--- src/hw/rtl/rfd_pkg.sv ---
// Package for the run-length frame decoder.
// Holds the field widths, the decoder phase type and the packet constants.
// No dependencies.
`default_nettype none

package rfd_pkg;

   localparam int BYTE_WIDTH  = 8;
   localparam int LEN_WIDTH   = 8;
   localparam int SIZE_WIDTH  = 33;
   localparam int HDR_WIDTH   = 2;

   // Count bytes above this value start a run packet.
   localparam logic [BYTE_WIDTH-1:0] RUN_THRESHOLD = 8'h7f;
   // Last index of a four-byte header field.
   localparam logic [HDR_WIDTH-1:0]  HDR_LAST      = 2'd3;
   // A run of count byte c repeats its data byte RUN_BASE - c times.
   localparam logic [BYTE_WIDTH:0]   RUN_BASE      = 9'd257;

   localparam logic                  STATUS_DATA   = 1'b0;
   localparam logic                  STATUS_BAD_CMD = 1'b1;

   typedef enum logic [2:0] {
      PH_WAIT_CMD = 3'd0,
      PH_SKIP     = 3'd1,
      PH_SIZE     = 3'd2,
      PH_COUNT    = 3'd3,
      PH_RUN_DATA = 3'd4,
      PH_LITERAL  = 3'd5
   } phase_type;

endpackage

`default_nettype wire

--- src/hw/rtl/rfd_req_if.sv ---
// Input channel of the run-length frame decoder: one compressed byte per transaction.
// Depends on rfd_pkg for the field width.
`default_nettype none

interface rfd_req_if;
   logic                           valid;
   logic                           ready;
   logic [rfd_pkg::BYTE_WIDTH-1:0] in_byte;

   modport source (output valid, output in_byte, input ready);
   modport sink   (input valid, input in_byte, output ready);
endinterface

`default_nettype wire

--- src/hw/rtl/rfd_rsp_if.sv ---
// Result channel of the run-length frame decoder: one decoded byte, run or error report per transaction.
// Depends on rfd_pkg for the field widths.
`default_nettype none

interface rfd_rsp_if;
   logic                           valid;
   logic                           ready;
   logic [rfd_pkg::BYTE_WIDTH-1:0] out_byte;
   logic [rfd_pkg::LEN_WIDTH-1:0]  repeat_len;
   logic                           frame_end;
   logic                           status;

   modport source (output valid, output out_byte, output repeat_len,
                   output frame_end, output status, input ready);
   modport sink   (input valid, input out_byte, input repeat_len,
                   input frame_end, input status, output ready);
endinterface

`default_nettype wire

--- src/hw/rtl/rle_frame_decoder_unit.sv ---
// Run-length frame decoder, top level. Depends on rfd_pkg, rfd_req_if and rfd_rsp_if.
// A byte that yields a result presents it in the cycle after its transaction.
// Throughput: one byte per cycle; the only stall is a result register that is full
// and not being taken. Reset (synchronous, active high) returns to waiting for a
// command byte, clears all counters, empties the result register and sets the
// frame command code to zero.
`default_nettype none

module rle_frame_decoder_unit (
   input  wire logic                           clock,
   input  wire logic                           reset,
   rfd_req_if.sink                             req_channel,
   rfd_rsp_if.source                           rsp_channel,
   input  wire logic                           csr_write_enable,
   input  wire logic [rfd_pkg::BYTE_WIDTH-1:0] csr_write_data
);

   // Decoder state. The phase walks command, skipped packed size, unpacked
   // size, then alternates between count bytes and packet bodies.
   rfd_pkg::phase_type                 phase_ff, phase_in;
   logic [rfd_pkg::HDR_WIDTH-1:0]      header_count_ff, header_count_in;
   logic signed [rfd_pkg::SIZE_WIDTH-1:0] remaining_ff, remaining_in;
   logic [rfd_pkg::LEN_WIDTH-1:0]      literal_left_ff, literal_left_in;
   logic [rfd_pkg::LEN_WIDTH-1:0]      run_len_ff, run_len_in;
   logic [rfd_pkg::BYTE_WIDTH-1:0]     command_code_ff;

   // Result register. It is the skid stage between the two channels: a new
   // byte is taken whenever the register is empty or its contents leave now.
   logic                               rsp_valid_ff, rsp_valid_in;
   logic [rfd_pkg::BYTE_WIDTH-1:0]     out_byte_ff, out_byte_in;
   logic [rfd_pkg::LEN_WIDTH-1:0]      repeat_len_ff, repeat_len_in;
   logic                               frame_end_ff, frame_end_in;
   logic                               status_ff, status_in;

   logic                               accept;
   logic                               emit;
   logic [rfd_pkg::BYTE_WIDTH-1:0]     data;
   logic                               size_done;
   logic [rfd_pkg::LEN_WIDTH-1:0]      literal_dec;

   assign req_channel.ready = !rsp_valid_ff || rsp_channel.ready;
   assign accept            = req_channel.valid && req_channel.ready;
   assign data              = req_channel.in_byte;

   // The size is signed; the frame is over once it reaches zero or goes below.
   assign size_done   = remaining_ff[rfd_pkg::SIZE_WIDTH-1] || (remaining_ff == '0);
   assign literal_dec = literal_left_ff - rfd_pkg::LEN_WIDTH'(1);

   always_comb begin
      phase_in        = phase_ff;
      header_count_in = header_count_ff;
      remaining_in    = remaining_ff;
      literal_left_in = literal_left_ff;
      run_len_in      = run_len_ff;
      emit            = 1'b0;
      out_byte_in     = data;
      repeat_len_in   = rfd_pkg::LEN_WIDTH'(1);
      frame_end_in    = 1'b0;
      status_in       = rfd_pkg::STATUS_DATA;

      unique case (phase_ff)
         rfd_pkg::PH_WAIT_CMD: begin
            if (data == command_code_ff) begin
               phase_in        = rfd_pkg::PH_SKIP;
               header_count_in = '0;
            end else begin
               // A wrong command byte reports an error with empty data fields.
               emit          = 1'b1;
               out_byte_in   = '0;
               repeat_len_in = '0;
               status_in     = rfd_pkg::STATUS_BAD_CMD;
            end
         end
         rfd_pkg::PH_SKIP: begin
            if (header_count_ff == rfd_pkg::HDR_LAST) begin
               header_count_in = '0;
               remaining_in    = '0;
               phase_in        = rfd_pkg::PH_SIZE;
            end else begin
               header_count_in = header_count_ff + rfd_pkg::HDR_WIDTH'(1);
            end
         end
         rfd_pkg::PH_SIZE: begin
            // Big-endian 32-bit size, shifted in a byte at a time, kept non-negative.
            remaining_in = {1'b0, remaining_ff[23:0], data};
            if (header_count_ff == rfd_pkg::HDR_LAST) begin
               header_count_in = '0;
               phase_in        = rfd_pkg::PH_COUNT;
            end else begin
               header_count_in = header_count_ff + rfd_pkg::HDR_WIDTH'(1);
            end
         end
         rfd_pkg::PH_COUNT: begin
            if (data > rfd_pkg::RUN_THRESHOLD) begin
               run_len_in   = rfd_pkg::LEN_WIDTH'(rfd_pkg::RUN_BASE - {1'b0, data});
               remaining_in = remaining_ff - $signed({{(rfd_pkg::SIZE_WIDTH
                              - rfd_pkg::LEN_WIDTH){1'b0}}, run_len_in});
               phase_in     = rfd_pkg::PH_RUN_DATA;
            end else begin
               literal_left_in = data + rfd_pkg::LEN_WIDTH'(1);
               remaining_in    = remaining_ff - $signed({{(rfd_pkg::SIZE_WIDTH
                                 - rfd_pkg::LEN_WIDTH){1'b0}}, literal_left_in});
               phase_in        = rfd_pkg::PH_LITERAL;
            end
         end
         rfd_pkg::PH_RUN_DATA: begin
            // The whole run goes out as one result; the receiver expands it.
            emit          = 1'b1;
            repeat_len_in = run_len_ff;
            frame_end_in  = size_done;
            phase_in      = size_done ? rfd_pkg::PH_WAIT_CMD : rfd_pkg::PH_COUNT;
         end
         rfd_pkg::PH_LITERAL: begin
            emit            = 1'b1;
            literal_left_in = literal_dec;
            frame_end_in    = (literal_dec == '0) && size_done;
            if (literal_dec == '0) begin
               phase_in = size_done ? rfd_pkg::PH_WAIT_CMD : rfd_pkg::PH_COUNT;
            end
         end
         default: begin
            phase_in = rfd_pkg::PH_WAIT_CMD;
         end
      endcase
   end

   // The result register fills on a transaction that emits, and empties when
   // its contents are taken without a replacement.
   always_comb begin
      rsp_valid_in = rsp_valid_ff;
      if (accept) begin
         rsp_valid_in = emit;
      end else if (rsp_channel.ready) begin
         rsp_valid_in = 1'b0;
      end
   end

   always_ff @(posedge clock) begin
      if (reset) begin
         phase_ff        <= rfd_pkg::PH_WAIT_CMD;
         header_count_ff <= '0;
         remaining_ff    <= '0;
         literal_left_ff <= '0;
         run_len_ff      <= '0;
         rsp_valid_ff    <= 1'b0;
      end else begin
         rsp_valid_ff <= rsp_valid_in;
         if (accept) begin
            phase_ff        <= phase_in;
            header_count_ff <= header_count_in;
            remaining_ff    <= remaining_in;
            literal_left_ff <= literal_left_in;
            run_len_ff      <= run_len_in;
         end
      end
   end

   always_ff @(posedge clock) begin
      if (reset) begin
         command_code_ff <= '0;
      end else if (csr_write_enable) begin
         command_code_ff <= csr_write_data;
      end
   end

   // Result payload carries no reset; it is qualified by rsp_valid_ff.
   always_ff @(posedge clock) begin
      if (accept && emit) begin
         out_byte_ff   <= out_byte_in;
         repeat_len_ff <= repeat_len_in;
         frame_end_ff  <= frame_end_in;
         status_ff     <= status_in;
      end
   end

   assign rsp_channel.valid      = rsp_valid_ff;
   assign rsp_channel.out_byte   = out_byte_ff;
   assign rsp_channel.repeat_len = repeat_len_ff;
   assign rsp_channel.frame_end  = frame_end_ff;
   assign rsp_channel.status     = status_ff;

`ifndef SYNTHESIS
   // A run data byte always produces a data result in the next cycle.
   a_run_emits: assert property (@(posedge clock) disable iff (reset)
      (accept && phase_ff == rfd_pkg::PH_RUN_DATA) |=>
      (rsp_valid_ff && status_ff == rfd_pkg::STATUS_DATA))
      else $error("run data byte did not produce a data result");

   // Error results carry empty data fields.
   a_error_fields: assert property (@(posedge clock) disable iff (reset)
      (rsp_valid_ff && status_ff == rfd_pkg::STATUS_BAD_CMD) |->
      (out_byte_ff == '0 && repeat_len_ff == '0 && !frame_end_ff))
      else $error("error result with nonzero data fields");

   // A fresh end-of-frame result leaves the decoder waiting for a command.
   a_end_returns: assert property (@(posedge clock) disable iff (reset)
      accept |=> (!(rsp_valid_ff && frame_end_ff) || phase_ff == rfd_pkg::PH_WAIT_CMD))
      else $error("frame ended but decoder did not return to command wait");

   // The literal counter is only in use inside a literal packet.
   a_literal_idle: assert property (@(posedge clock) disable iff (reset)
      (phase_ff != rfd_pkg::PH_LITERAL) |-> (literal_left_ff == '0))
      else $error("literal counter nonzero outside a literal packet");
`endif

endmodule

`default_nettype wire

--- src/flat_wrapper.sv ---
// flat-port wrapper written by rule: the top's interface ports become plain ports
module rle_frame_decoder_unit_flat 
  (clock, reset, csr_write_enable, csr_write_data, req_channel_valid, req_channel_in_byte, req_channel_ready, rsp_channel_valid, rsp_channel_out_byte, rsp_channel_repeat_len, rsp_channel_frame_end, rsp_channel_status, rsp_channel_ready);
  rfd_req_if req_channel_i ();
  rfd_rsp_if rsp_channel_i ();
  input  wire logic clock;
  input  wire logic reset;
  input  wire logic csr_write_enable;
  input  wire logic [rfd_pkg::BYTE_WIDTH-1:0] csr_write_data;
  input wire logic [$bits(req_channel_i.valid)-1:0] req_channel_valid;
  input wire logic [$bits(req_channel_i.in_byte)-1:0] req_channel_in_byte;
  output wire logic [$bits(req_channel_i.ready)-1:0] req_channel_ready;
  output wire logic [$bits(rsp_channel_i.valid)-1:0] rsp_channel_valid;
  output wire logic [$bits(rsp_channel_i.out_byte)-1:0] rsp_channel_out_byte;
  output wire logic [$bits(rsp_channel_i.repeat_len)-1:0] rsp_channel_repeat_len;
  output wire logic [$bits(rsp_channel_i.frame_end)-1:0] rsp_channel_frame_end;
  output wire logic [$bits(rsp_channel_i.status)-1:0] rsp_channel_status;
  input wire logic [$bits(rsp_channel_i.ready)-1:0] rsp_channel_ready;
  assign req_channel_i.valid = req_channel_valid;
  assign req_channel_i.in_byte = req_channel_in_byte;
  assign req_channel_ready = req_channel_i.ready;
  assign rsp_channel_valid = rsp_channel_i.valid;
  assign rsp_channel_out_byte = rsp_channel_i.out_byte;
  assign rsp_channel_repeat_len = rsp_channel_i.repeat_len;
  assign rsp_channel_frame_end = rsp_channel_i.frame_end;
  assign rsp_channel_status = rsp_channel_i.status;
  assign rsp_channel_i.ready = rsp_channel_ready;
  rle_frame_decoder_unit u_core (.clock(clock), .reset(reset), .req_channel(req_channel_i), .rsp_channel(rsp_channel_i), .csr_write_enable(csr_write_enable), .csr_write_data(csr_write_data));
endmodule
--- config.mk ---
export PLATFORM = sky130hd
export DESIGN_NAME = rle_frame_decoder_unit_flat
export DESIGN_NICKNAME = d
export VERILOG_FILES = /design/src/hw/rtl/rfd_pkg.sv /design/src/hw/rtl/rfd_req_if.sv /design/src/hw/rtl/rfd_rsp_if.sv /design/src/hw/rtl/rle_frame_decoder_unit.sv /design/src/flat_wrapper.sv
export SDC_FILE = /design/constraint.sdc
export NUM_CORES = 1
export LEC_CHECK = 0
export ABC_AREA = 1
export BUFFER_PORTS_ARGS = -buffer_cell sky130_fd_sc_hd__buf_2
export CAP_MARGIN = 10
export CORE_ASPECT_RATIO = 0.75
export CORE_MARGIN = 2
export CORE_UTILIZATION = 25
export CTS_CLUSTER_SIZE = 20
export DETAILED_ROUTE_END_ITERATION = 16
export GPL_ROUTABILITY_DRIVEN = 0
export PLACE_DENSITY = 0.39
export SETUP_SLACK_MARGIN = 0.4
export SLEW_MARGIN = 15
export SYNTH_ARGS = -nofsm -noshare
export SYNTH_HDL_FRONTEND = slang
export SYNTH_SLANG_ARGS = --single-unit
--- constraint.sdc ---
create_clock -name clock -period 5.7 [get_ports clock]
set_input_delay 0.57 -clock clock [delete_from_list [all_inputs] [get_ports clock]]
set_output_delay 0.57 -clock clock [all_outputs]
set_load 0.02 [all_outputs]
---- After elaboration in Yosys (flattened, before gate mapping) ----
Index checks and enable logic that the tools add are counted.
W data, S select, Z words.
storage, ports and cells
  register bits after elaboration ......... 81
  input bits .............................. 21
  output and inout port bits .............. 20
operators by class
  add/sub/neg operators ................... 6
  magnitude comparators ................... 1
  equal/unequal tests ..................... 12
  muxes and demuxes ....................... 24
  reduce and logical (&&, ||, !) cells .... 20
operator list
  cell                   number
  $pmux W33 S3           1
  $mux W33               2
  $sub A33 B9 Y33        2
  $logic_not A33 Y1      1
  $pmux W8 S2            2
  $mux W8                3
  $pmux W3 S6            1
  $mux W3                4
  $reduce_and A3 Y1      4
  $add A8 B1 Y8 const B  1
  $eq A8 B8 Y1           1
  $gt A8 B7 Y1 const B   1
  $logic_not A8 Y1       1
  $ne A2 B1 Y1 const B   4
  $sub A1 B8 Y8 const A  1
  $sub A8 B1 Y8 const B  1
  $eq A3 B2 Y1 const B   2
  $eq A3 B3 Y1 const B   2
  $mux W2                3
  $reduce_bool A2 Y1     3
  $mux W1                5
  $reduce_and A5 Y1      1
  $pmux W1 S2            2
  $pmux W2 S2            1
  other kinds (10)       14

---- Longest topological paths before layout ----
Gate-level depths: netlist of the first run.
  word-level depth ........................ 5
  depth in mapped cells ................... 18

---- Least setup slack after synthesis of the first run ----
No wires, ideal clock.
  kind .................................... input to register
  from .................................... input port req_channel_in_byte[4]
  to ...................................... register u_core.remaining_ff[32] (netlist bit)
  arrival time ............................ 2.546 ns
  data required time ...................... 5.582 ns
  setup slack ............................. 3.036 ns
  stages .................................. 15
  path through ............................ buf_2 > inv_1 > nor3_1 > nand3_1 > o21ai_0 > inv_1 > ha_1 > inv_1 > o21bai_4 > nor2_1 > nand2_2 > nor2_4 > nand3_1 > o21ai_0 > nor3_1
on the way
  word-level cells in the longest chain between the ends .. 4
  elaborated cells between the ends (all ways) .. 7
RTL lines
  element                                                RTL line                                                     source
  start, declared                                        flat_wrapper.sv:11                                           input wire logic [$bits(req_channel_i.in_byte)-1:0] req_channel_in_byte;
  $add A8 B1 Y8 / $sub A1 B8 Y8 (equally long branches)  rle_frame_decoder_unit.sv:100, rle_frame_decoder_unit.sv:95
  $sub A33 B9 Y33 (on tied branches)                     rle_frame_decoder_unit.sv:101, rle_frame_decoder_unit.sv:96
  $mux W33 *                                             rle_frame_decoder_unit.sv:94                                 if (data > rfd_pkg::RUN_THRESHOLD) begin
  $pmux W33 S3 *                                         rle_frame_decoder_unit.sv:61                                 unique case (phase_ff)
  end signal, assigned                                   rle_frame_decoder_unit.sv:151                                remaining_ff <= remaining_in;
  end, declared                                          rle_frame_decoder_unit.sv:22                                 logic signed [rfd_pkg::SIZE_WIDTH-1:0] remaining_ff, remaining_in;
Every way passes the cells marked *; elsewhere a longest branch is shown, timed or not.
A chain may end at the register's enable or synchronous reset.

---- Worst setup path in the final report of the first run ----
  from .................................... input port req_channel_in_byte[1]
  to ...................................... register u_core.remaining_ff[28] (netlist bit)
Same word-level chain as after synthesis.

==> key figures, run 1 <==
Cells and area
  • FILL cells: 2268
  • ANT cells: 0
  • Ratio of cells with drive above 1 in the final layout: 0.112
  • Post-Layout Cell Count: 1075
  • Synth-to-layout area growth: 14.3%
  • Nets: 826

Detailed routing
  • Antenna Nets Post-Route: 0
  • DRC viols: 0
  • Vias per cell: 4.60
  • First-pass DRT Iterations: 5
  • Top Metal Used: met4
  • Iteration-0 DRC Markers: 322
  • DR WL/cell: 15.1 um
  • Total wire length: 16200 um
  • M1 WL: 9210 um
  • Met2 routed WL: 6280 um
  • DR vias: 4947
  • Met3 wire len: 627 um

Synth
  • Sequential fraction of the synthesis area: 0.346
  • Cell area after synthesis: 5200 um2
  • Number of flops mapped to enable cells by yosys: 18
  • Syn nets: 799
  • Synth Flop Type: dfxtp_1
  • Most frequent cells after synthesis: nand2_1, nor2_1, a21oi_1
  • Avg Inst Size Synth: 6.84 um2
  • Post-Synthesis Cells: 761
  • Ys Warns: 0
  • Yosys top cell by area: dfxtp_1
  • Distinct cells, synth: 41
  • Count leader, synth: nand2_1
  • Synth top area cells: dfxtp_1, edfxtp_1, nand2_1, a21oi_1, nor2_1
  • Top cell type's share of synthesized area: 0.242
  • Synth async-reset ratio: 0
  • FF+latch count, synth: 81

STA
  • Final setup violation count: 0
  • Minimum clock period: 2.84 ns
  • Final period utilization: 0.499
  • Hold Slack: 0.433 ns
  • Skew final: 0.00960 ns
  • RSZ-0062 raised after global routing: false
  • Max frequency: 0.352 GHz
  • Setup Total Neg Slack: 0 ns
  • Max-slew violations: 0
  • Worst slew pin tran: 0.787 ns
  • Hold Fails Final Rpt: 0
  • Rel. slew slack: 0.475

Floorplan
  • Die Ht: 129 um
  • Die footprint: 22000 um2
  • Ports: 41
  • Num rows: 45
  • Total core area: 20300 um2
  • Chip Width: 171 um
  • Initial core utilization: 0.256

Critical path
  • CP endpoint kind: flop
  • Worst path required time: 5.99 ns
  • Reg2Reg Setup Slack: 3.26 ns
  • Worst setup SP type: primary input
  • Worst Path Arrival: 3.13 ns
  • Setup Crit Path Kind: primary input to flop
  • CP max FO: 6

GRT
  • Initial antenna violation count: 0
  • Pin count of the biggest net entering global routing: 36
  • Vias in the first global route: 4699
  • GRT Total Usage: 0.154
  • First-pass GRT wire length: 26100 um
  • GR Overflow Total: 0

Clocking
  • Clk Tree Root Cell: clkbuf_16
  • Cts repair resizes: 0
  • Clock-pin slew of the registers on the worst-case setup and hold paths: 0.07 ns
  • Clk sinks: 81
  • Post CTS Setup Buffer Count: 0
  • TritonCTS Buffers: 9
  • CTS max path bufs: 2
  • TritonCTS clock tree: done
  • H-tree depth: 3
  • Worst-skew pair later-pin latency: 0.35 ns
  • # hold bufs at CTS: 0

Place
  • IO Port Bufs: 40
  • Cell total after placement: 1059
  • Detailed placer's ending HPWL: 11800 um

Pwr
  • IR drop worst, VDD: 0.223 mV
  • Power density cells: 619 nW/um2
  • P_leak: 0.00270 uW

Run status
  • Status: finished, final reports clean

Hold path
  • Hold WC Path Type: primary input to flop

Flow run
  • Max Cap Viol: 0
[worst max-delay path, stage by stage]
cell	delay [ns]
buf_2	0.17
ha_1	0.16
nand2_1	0.08
nor3_1	0.26
nand3_1	0.16
o21ai_0	0.19
inv_1	0.08
ha_1	0.34
inv_1	0.16
o21bai_4	0.10
nor2_1	0.15
nand2_2	0.15
nor2_1	0.21
nand2_1	0.07
nand2_1	0.06
nand3_1	0.06
a21oi_1	0.14
[worst paths after layout]
check,from,end,cells after the start
min reg2reg,u_core.run_len_ff[4],u_core.run_len_ff[4],2
max reg2reg,u_core.phase_ff[0],u_core.rsp_channel.out_byte[2],4
max,req_channel_in_byte[1],u_core.remaining_ff[28],17
min,csr_write_data[3],u_core.command_code_ff[3],3
[stage by stage]
| step | instance area [um2] | setup WS, ns | total power, uW | util |
|---|---|---|---|---|
| after floorplan | 5200 | 3.04 | 2520 | - |
| after global placement | 5620 | 2.43 | 3040 | 0.277 |
| after detailed placement | 5620 | 2.48 | 3030 | 0.277 |
| after CTS | 5950 | 2.85 | 3690 | 0.293 |
| after global routing | 5950 | 2.50 | 4060 | 0.293 |
| final | 5950 | 2.86 | 3680 | 0.293 |
[cell families after synthesis]
kind of cell	share of synthesized area
DFF	0.346
AOI/OAI and AO/OA	0.166
and+or+nand+nor	0.310
buffers and inverters	0.0974
muxes	0.00577
adders and majority gates	0.0423
xor gates and xnor gates	0.0320
[cell usage in the layout, fill, tap and decap left out, types with 7 or more instances in the layout]
cell and n:
dfxtp_1 63, nand4_1 14, o21ai_1 10, clkbuf_16 10, xor2_1 8, a21oi_1 87
nand3_1 68, edfxtp_1 18, buf_2 40, xnor2_1 11, nor3_1 10, o21ai_0 58
nand2_1 140, inv_2 7, nor2_1 99, inv_1 81, ha_1 16
[layer usage]
layer | vias up | track usage
met1 | 2280 | 0.241
met2 | 77 | 0.213
met4 | 0 | 0.0317
met3 | 8 | 0.0332
li1 | 2582 | -
met5 | - | 0
[final cells by class]
cell class / instances / area [um2] / share of cell area
tap: 282 / 353 / 0.0593
inverter: 93 / 354 / 0.0595
multi-input combinational: 561 / 2900 / 0.488
clock buffer: 11 / 264 / 0.0444
clock inverter: 5 / 58.8 / 0.00989
timing repair buffer: 42 / 215 / 0.0362
sequential: 81 / 1800 / 0.303
[registers in the layout, summed over array words and instances, names as in the netlist, 2 cells and up]
register and count:
u_core.rsp_channel.out_byte 8, u_core.header_count_ff 2, u_core.run_len_ff 8, u_core.literal_left_ff 8, u_core.remaining_ff 33, u_core.command_code_ff 8, u_core.rsp_channel.repeat_len 8, u_core.phase_ff 3
[power by group]
part	switching, uW	total [uW]	internal [uW]
combinational	1430	2140	703
clock	259	638	379
sequential	144	903	759
total	1840	3680	1840
(Power assumes the default switching activity.)
==> run 2, diff against run 1 <==
--- a/config.mk
+++ b/config.mk
@@ -14,7 +14,7 @@
 export CTS_CLUSTER_SIZE = 20
 export DETAILED_ROUTE_END_ITERATION = 16
 export GPL_ROUTABILITY_DRIVEN = 0
-export PLACE_DENSITY = 0.39
+export PLACE_DENSITY = 0.4
 export SETUP_SLACK_MARGIN = 0.4
 export SLEW_MARGIN = 15
 export SYNTH_ARGS = -nofsm -noshare
==> constraint.sdc (replaced) <==
create_clock -name clock -period 2.6 [get_ports clock]
set_input_delay 0.26 -clock clock [delete_from_list [all_inputs] [get_ports clock]]
set_output_delay 0.26 -clock clock [all_outputs]
set_load 0.02 [all_outputs]
==> run 2 against run 1 <==
Against the previous run: clock power is 110% higher; setup slack got worse by 2.5 ns; critical path type unchanged; largest cell class unchanged; flip-flop and latch count stayed put; count of clock-buffer cells in the layout shrank 2; final area rose by 13%.
==> key figures, run 2 (same netlist as run 1, synthesis figures left out) <==
Run status
  • Status: finished, final reports clean (unchanged)

GRT
  • Pin count of the biggest net entering global routing: 57 (was 36)
  • Vias in the first global route: 4739 (was 4699)
  • GRT Total Usage: 0.157 (was 0.154)
  • First-pass GRT wire length: 26600 um (was 26100 um)
  • Initial antenna violation count: 0 (unchanged)
  • GR Overflow Total: 0 (unchanged)

Detailed routing
  • Met2 routed WL: 6370 um (was 6280 um)
  • DR vias: 5155 (was 4947)
  • DR WL/cell: 14.9 um (was 15.1 um)
  • Total wire length: 17000 um (was 16200 um)
  • First-pass DRT Iterations: 4 (was 5)
  • Met3 wire len: 794 um (was 627 um)
  • Vias per cell: 4.52 (was 4.60)
  • M1 WL: 9730 um (was 9210 um)
  • DRC viols: 0 (unchanged)
  • Top Metal Used: met4 (unchanged)
  • Iteration-0 DRC Markers: 382 (was 322)
  • Antenna Nets Post-Route: 0 (unchanged)

Floorplan
  • Die Ht: 129 um (unchanged)
  • Num rows: 45 (unchanged)
  • Ports: 41 (unchanged)
  • Die footprint: 22000 um2 (unchanged)
  • Initial core utilization: 0.256 (unchanged)
  • Total core area: 20300 um2 (unchanged)
  • Chip Width: 171 um (unchanged)

Critical path
  • Worst Path Arrival: 2.47 ns (was 3.13 ns)
  • CP endpoint kind: flop (unchanged)
  • Setup Crit Path Kind: primary input to flop (unchanged)
  • Worst path required time: 2.83 ns (was 5.99 ns)
  • Worst setup SP type: primary input (unchanged)
  • CP max FO: 6 (unchanged)

STA
  • Worst slew pin tran: 0.621 ns (was 0.787 ns)
  • Max-slew violations: 0 (unchanged)
  • Final setup margin: 0.364 ns (was 2.86 ns)
  • Minimum clock period: 2.24 ns
  • Hold Fails Final Rpt: 0 (unchanged)
  • Max frequency: 0.447 GHz
  • Final setup violation count: 0 (unchanged)
  • RSZ-0062 raised after global routing: true (was false)
  • Final period utilization: 0.860
  • Skew final: 0.0112 ns (was 0.00960 ns)
  • Rel. slew slack: 0.585 (was 0.475)

Cells and area
  • Highest-count cells in the layout ignoring fill and taps: nand2_1, nor2_1, a21oi_1 (unchanged)
  • FILL cells: 2230 (was 2268)
  • Synth-to-layout area growth: 29.3% (was 14.3%)
  • Nets: 892 (was 826)
  • Largest reg by FF count: u_core.remaining_ff (unchanged)
  • ANT cells: 0 (unchanged)
  • Commonest non-fill, non-tap cell in the layout: nand2_1 (unchanged)
  • Max reg flops: 33 (unchanged)
  • Ratio of cells with drive above 1 in the final layout: 0.226 (was 0.112)

Clocking
  • CTS max path bufs: 2 (unchanged)
  • Clk Tree Root Cell: clkbuf_16 (unchanged)
  • Clk sinks: 81 (unchanged)
  • Worst-skew pair later-pin latency: 0.35 ns (about the same)
  • TritonCTS Buffers: 9 (unchanged)
  • H-tree depth: 3 (unchanged)
  • TritonCTS clock tree: done (unchanged)
  • Clock-pin slew of the registers on the worst-case setup and hold paths: 0.06 ns (was 0.07 ns)

Place
  • Detailed placer's ending HPWL: 12100 um (was 11800 um)
  • IO Port Bufs: 40 (unchanged)
  • Pre-CTS WS: -0.104 ns (was 2.48 ns)

Pwr
  • Power density cells: 1310 nW/um2 (was 619 nW/um2)
  • P_leak: 0.00306 uW (was 0.00270 uW)
  • Total power: 8840 uW (was 3680 uW)
  • IR drop worst, VDD: 0.503 mV (was 0.223 mV)

Flow run
  • Max Cap Viol: 0 (unchanged)

Hold path
  • Hold WC Path Type: primary input to flop (unchanged)
run 2: cell types whose count changed in the layout (fill, tap and decap cells not counted), sizes merged:
cell,delta
clkbuf,-1
buf,+64
clkinvlp,+3
nand2,+1
clkinv,-2
inv,+1
run 2: what timing repair did:
action                                  4_1_cts  5_1_grt
buffers inserted                              9        9
pin swaps                                    19       23
hold buffers                                  0        0
cloned                                        0        1
endpoints found under the setup margin       25       27
resized for setup                            21       39
run 2: through the flow:
| step | util | setup TNS [ns] | std cells | hold WS (ns) | area [um2] |
|---|---|---|---|---|---|
| after global placement | 0.297 | -0.783 | 1106 | 0.449 | 6050 |
| final | 0.331 | 0 | 1141 | 0.134 | 6730 |
| after CTS | 0.319 | 0 | 1131 | 0.119 | 6490 |
| after global routing | 0.331 | 0 | 1141 | 0.138 | 6730 |
| after floorplan | - | 0 | 761 | 0.329 | 5240 |
| after detailed placement | 0.297 | -1.03 | 1106 | 0.451 | 6050 |
run 2: critical path, cell delays in order:
cell and delay [ns]:
buf_8 0.11, inv_2 0.11, ha_4 0.17, nand3_2 0.11
xor2_1 0.17, mux2i_1 0.20, ha_1 0.29, a21oi_2 0.19
nor2_1 0.07, nor2_1 0.13, nand2_2 0.14, nor2_4 0.18
buf_4 0.14, a21oi_1 0.06, o21ai_2 0.06, a21oi_1 0.07
run 2: per-layer routing:
layer / GRT usage / up-vias
li1: - / 2714
met1: 0.253 / 2327
met2: 0.211 / 104
met3: 0.0261 / 10
met4: 0.0332 / 0
met5: 0 / -
run 2: layout make-up:
class	count	area, um2	area share
clock buffers	9	225	0.0335
clock inverters	7	76.3	0.0113
inverters	93	358	0.0532
multi-input cells	562	3120	0.464
flip-flops and latches	81	1800	0.268
well taps	282	353	0.0524
repair buffers	107	791	0.118
run 2: report_power, final:
part / leakage, uW / total [uW] / internal, uW / switching, uW
sequential: 0.000690 / 1990 / 1660 / 330
clock: 0.000139 / 1340 / 753 / 589
combinational: 0.00223 / 5500 / 2120 / 3390
run 2: final timing paths:
kind,start,end,slack (ns),depth (start not counted)
worst max-delay path,req_channel_in_byte[1],u_core.remaining_ff[16],0.36,16
worst max register to register,u_core.remaining_ff[0],u_core.remaining_ff[16],0.47,15
worst min-delay path,csr_write_data[6],u_core.command_code_ff[6],0.13,3
worst min register to register,u_core.run_len_ff[7],u_core.run_len_ff[7],0.46,2
==> run 3, diff against run 2 <==
--- a/config.mk
+++ b/config.mk
@@ -5,7 +5,6 @@
 export SDC_FILE = /design/constraint.sdc
 export NUM_CORES = 1
 export LEC_CHECK = 0
-export ABC_AREA = 1
 export BUFFER_PORTS_ARGS = -buffer_cell sky130_fd_sc_hd__buf_2
 export CAP_MARGIN = 10
 export CORE_ASPECT_RATIO = 0.75
@@ -14,7 +13,7 @@
 export CTS_CLUSTER_SIZE = 20
 export DETAILED_ROUTE_END_ITERATION = 16
 export GPL_ROUTABILITY_DRIVEN = 0
-export PLACE_DENSITY = 0.4
+export PLACE_DENSITY = 0.39
 export SETUP_SLACK_MARGIN = 0.4
 export SLEW_MARGIN = 15
 export SYNTH_ARGS = -nofsm -noshare
==> constraint.sdc (replaced) <==
create_clock -name clock -period 2.25 [get_ports clock]
set_input_delay 0.225 -clock clock [delete_from_list [all_inputs] [get_ports clock]]
set_output_delay 0.225 -clock clock [all_outputs]
set_load 0.02 [all_outputs]
==> run 3 against run 2 <==
Against the previous run: the run now ends with negative setup slack left; sequential share of layout area fell by 3.0 points; clock power rose by 19%; worst hold slack got worse by 0.029 ns; non-clock buffer count rose by 101; wire length rose by 6.5%; total power fell by 44%; flip-flop and latch count did not move; synthesized area fell by 9.2%; clock skew rose by 0.0013 ns; global-route usage rose by 2.6 points; final area rose by 13%; highest routed layer unchanged.
==> key figures, run 3 <==
Critical path
  • CP endpoint kind: flop (unchanged)
  • Cell family with most CP delay: simple AND/OR/NAND/NOR gates (unchanged)
  • Crit path largest cell delay: 0.54 ns (was 0.29 ns)
  • Reg2reg path depth: 7 (was 15)
  • Worst setup SP type: flop (was primary input)
  • Setup Crit Path Kind: flop to flop (was primary input to flop)
  • CP bufs+invs: 0 (was 3)
  • Worst path slowest cell: or4_4 (was ha_1)
  • Crit path from: u_core.remaining_ff[20] (was req_channel_in_byte[1])
  • Worst path required time: 2.51 ns (was 2.83 ns)
  • CP max FO: 6 (unchanged)
  • Reg2Reg Setup Slack: -0.50 ns (was 0.47 ns)
  • CP endpoint: u_core.remaining_ff[30] (was u_core.remaining_ff[16])
  • Worst Path Arrival: 3.01 ns (was 2.47 ns)
  • R2r startpoint: u_core.remaining_ff[20] (was u_core.remaining_ff[0])
  • Crit. path cell count: 7 (was 16)
  • Critical-path cell list: or4_4 > or4_4 > or4_4 > or3_1 > a21oi_1 > nor3_1 > a211o_1 (was buf_8 > inv_2 > ha_4 > nand3_2 > xor2_1 > mux2i_1 > ha_1 > a21oi_2 > nor2_1 > nor2_1 > nand2_2 > nor2_4 > buf_4 > a21oi_1 > o21ai_2 > a21oi_1)
  • Cell repeated most along the worst path: or4_4
  • Crit Reg-Reg Endpoint: u_core.remaining_ff[30] (was u_core.remaining_ff[16])

Detailed routing
  • Vias per cell: 5.06 (was 4.52)
  • First-pass DRT Iterations: 5 (was 4)
  • DRC viols: 0 (unchanged)
  • DR vias: 5067 (was 5155)
  • Antenna Nets Post-Route: 0 (unchanged)
  • Total wire length: 18100 um (was 17000 um)
  • Iteration-0 DRC Markers: 385 (was 382)
  • DR WL/cell: 18.1 um (was 14.9 um)

Synth
  • Most frequent cells after synthesis: dfxtp_1, nor2_1, nand2_1 (was nand2_1, nor2_1, a21oi_1)
  • Synth async-reset ratio: 0 (unchanged)
  • Syn nets: 605 (was 799)
  • Ys Warns: 0 (unchanged)
  • Synth Flop Type: dfxtp_1 (unchanged)
  • Number of flops mapped to enable cells by yosys: 18 (unchanged)
  • Sequential fraction of the synthesis area: 0.381 (was 0.346)
  • Yosys top cell by area: dfxtp_1 (unchanged)
  • Top cell type's share of synthesized area: 0.267 (was 0.242)
  • Synth top area cells: dfxtp_1, edfxtp_1, nor2_1, ha_1, mux2i_1 (was dfxtp_1, edfxtp_1, nand2_1, a21oi_1, nor2_1)
  • FF+latch count, synth: 81 (unchanged)
  • Count leader, synth: dfxtp_1 (was nand2_1)
  • Distinct cells, synth: 60 (was 41)
  • Avg Inst Size Synth: 8.33 um2 (was 6.84 um2)
  • Cell area after synthesis: 4730 um2 (was 5200 um2)
  • Post-Synthesis Cells: 567 (was 761)

STA
  • Worst slew pin tran: 0.853 ns (was 0.621 ns)
  • RSZ-0062 raised after global routing: true (unchanged)
  • Minimum clock period: 2.75 ns
  • Skew final: 0.0125 ns (was 0.0112 ns)
  • Max-slew violations: 0 (unchanged)
  • Setup Total Neg Slack: -4.55 ns (was 0 ns)
  • Rel. slew slack: 0.431 (was 0.585)
  • Final period utilization: 1.22
  • Final setup margin: -0.502 ns (was 0.364 ns)
  • Hold Fails Final Rpt: 0 (unchanged)
  • Final setup violation count: 27 (was 0)
  • Max frequency: 0.363 GHz

Clocking
  • H-tree depth: 3 (unchanged)
  • Clk Tree Root Cell: clkbuf_16 (unchanged)
  • Clk sinks: 81 (unchanged)
  • Clock-pin slew of the registers on the worst-case setup and hold paths: 0.08 ns (was 0.06 ns)
  • CTS max path bufs: 2 (unchanged)
  • Worst-skew pair later-pin latency: 0.36 ns (was 0.35 ns)
  • TritonCTS Buffers: 9 (unchanged)
  • TritonCTS clock tree: done (unchanged)

Pwr
  • Power density cells: 644 nW/um2 (was 1310 nW/um2)
  • Total power: 4910 uW (was 8840 uW)
  • IR drop worst, VDD: 0.376 mV (was 0.503 mV)
  • P_leak: 0.00319 uW (was 0.00306 uW)

GRT
  • GR Overflow Total: 0 (unchanged)
  • Vias in the first global route: 5029 (was 4739)
  • Initial antenna violation count: 1 (was 0)
  • First-pass GRT wire length: 28100 um (was 26600 um)
  • GRT Total Usage: 0.183 (was 0.157)
  • Pin count of the biggest net entering global routing: 33 (was 57)

Cells and area
  • ANT cells: 0 (unchanged)
  • Nets: 788 (was 892)
  • Ratio of cells with drive above 1 in the final layout: 0.458 (was 0.226)
  • Final core occ: 0.412 (was 0.331)
  • Synth-to-layout area growth: 61.5% (was 29.3%)
  • Largest reg by FF count: u_core.remaining_ff (unchanged)
  • Post-Layout Cell Count: 1002 (was 1141)
  • Commonest non-fill, non-tap cell in the layout: buf_4 (was nand2_1)
  • Highest-count cells in the layout ignoring fill and taps: buf_4, dfxtp_1, nor2_1 (was nand2_1, nor2_1, a21oi_1)
  • Max reg flops: 33 (unchanged)

Floorplan
  • Total core area: 18500 um2 (was 20300 um2)
  • Ports: 41 (unchanged)
  • Die footprint: 20000 um2 (was 22000 um2)
  • Die Ht: 123 um (was 129 um)
  • Initial core utilization: 0.255 (was 0.256)
  • Chip Width: 163 um (was 171 um)
  • Num rows: 43 (was 45)

Place
  • Cell total after placement: 925 (was 1106)
  • IO Port Bufs: 40 (unchanged)
  • Pre-CTS WS: -0.713 ns (was -0.104 ns)
  • Detailed placer's ending HPWL: 12600 um (was 12100 um)

Hold path
  • Hold_sp: csr_write_data[5] (was csr_write_data[6])
  • Hold WC Path Type: primary input to flop (unchanged)
  • Hold depth: 3 (unchanged)

Run status
  • Status: complete, but fails checks (was finished, final reports clean)
  • Failing checks: negative setup slack

Flow run
  • Max Cap Viol: 0 (unchanged)
## run 3: changes by cell type in the layout (fill, tap and decap cells not counted), moves of 15 or more
cell     previous run  this run
nor3_1              6        22
inv_1              75         9
buf_4              61       143
nor2_1             97        56
and2_1              0        18
nand3_1            64        16
o21ai_0            53        15
mux2i_1             3        18
nand2_1           133        40
a21oi_1            83        22
buf_6               4        24
## run 3: worst min-delay path, delay by kind of cell
family / cells / cell delay (ns)
buffers and inverters: 1 / 0.08
AND/OR/NAND/NOR: 1 / 0.07
multiplexers: 1 / 0.05
## run 3: cell type report
class	count	area, um2
fillers	1851	10900
multi-input cells	436	3500
flip-flops and latches	81	1820
repair buffers	208	1630
well taps	247	309
clock buffers	9	225
clock inverters	7	83.8
inverters	14	68.8
## run 3: timing repair
item / in CTS / in global routing
pin swaps: 52 / 31
hold endpoints to repair: 0 / 0
gates cloned: 0 / 1
hold buffers: 0 / 0
buffers inserted: 39 / 21
resized for setup: 115 / 51
endpoints found under the setup margin: 70 / 65
## run 3: metrics by stage
step / hold slack (ns) / instance area [um2]
floorplan: 0.373 / 5010
global placement: 0.447 / 6110
detailed placement: 0.444 / 6110
CTS: 0.0950 / 7210
global route: 0.102 / 7630
finish: 0.104 / 7630
## run 3: logic make-up (layout without fill, tap and decap cells)
| logic type | Yosys count | in the layout | synth area share |
|---|---|---|---|
| AOI/OAI and AO/OA | 127 | 127 | 0.180 |
| xor gates and xnor gates | 28 | 28 | 0.0519 |
| adders and majority gates | 17 | 17 | 0.0466 |
| buffers and inverters | 50 | 238 | 0.0400 |
| DFF | 81 | 81 | 0.381 |
| muxes | 20 | 20 | 0.0426 |
| and+or+nand+nor | 244 | 244 | 0.257 |
## run 3: worst min-delay path by stage
stage / end / slack, ns
floorplan: u_core.command_code_ff[0] / 0.37
global placement: u_core.run_len_ff[5] / 0.45
detailed placement: u_core.run_len_ff[5] / 0.44
CTS: u_core.command_code_ff[2] / 0.1
global route: u_core.command_code_ff[1] / 0.10
finish: u_core.command_code_ff[5] / 0.10
## run 3: power by group
group	leakage [uW]	switching [uW]	internal, uW
Combinational	0.00235	856	716
Clock	0.000149	719	884
Sequential	0.000691	79.7	1660
## run 3: per-layer routing
| layer | global-route usage | up-vias | wire length [um] |
|---|---|---|---|
| met2 | 0.276 | 104 | 7780 |
| li1 | - | 2448 | - |
| met3 | 0.0319 | 11 | 697 |
| met1 | 0.271 | 2504 | 9510 |
| met4 | 0.0415 | 0 | 148 |
| met5 | 0 | - | 0 |
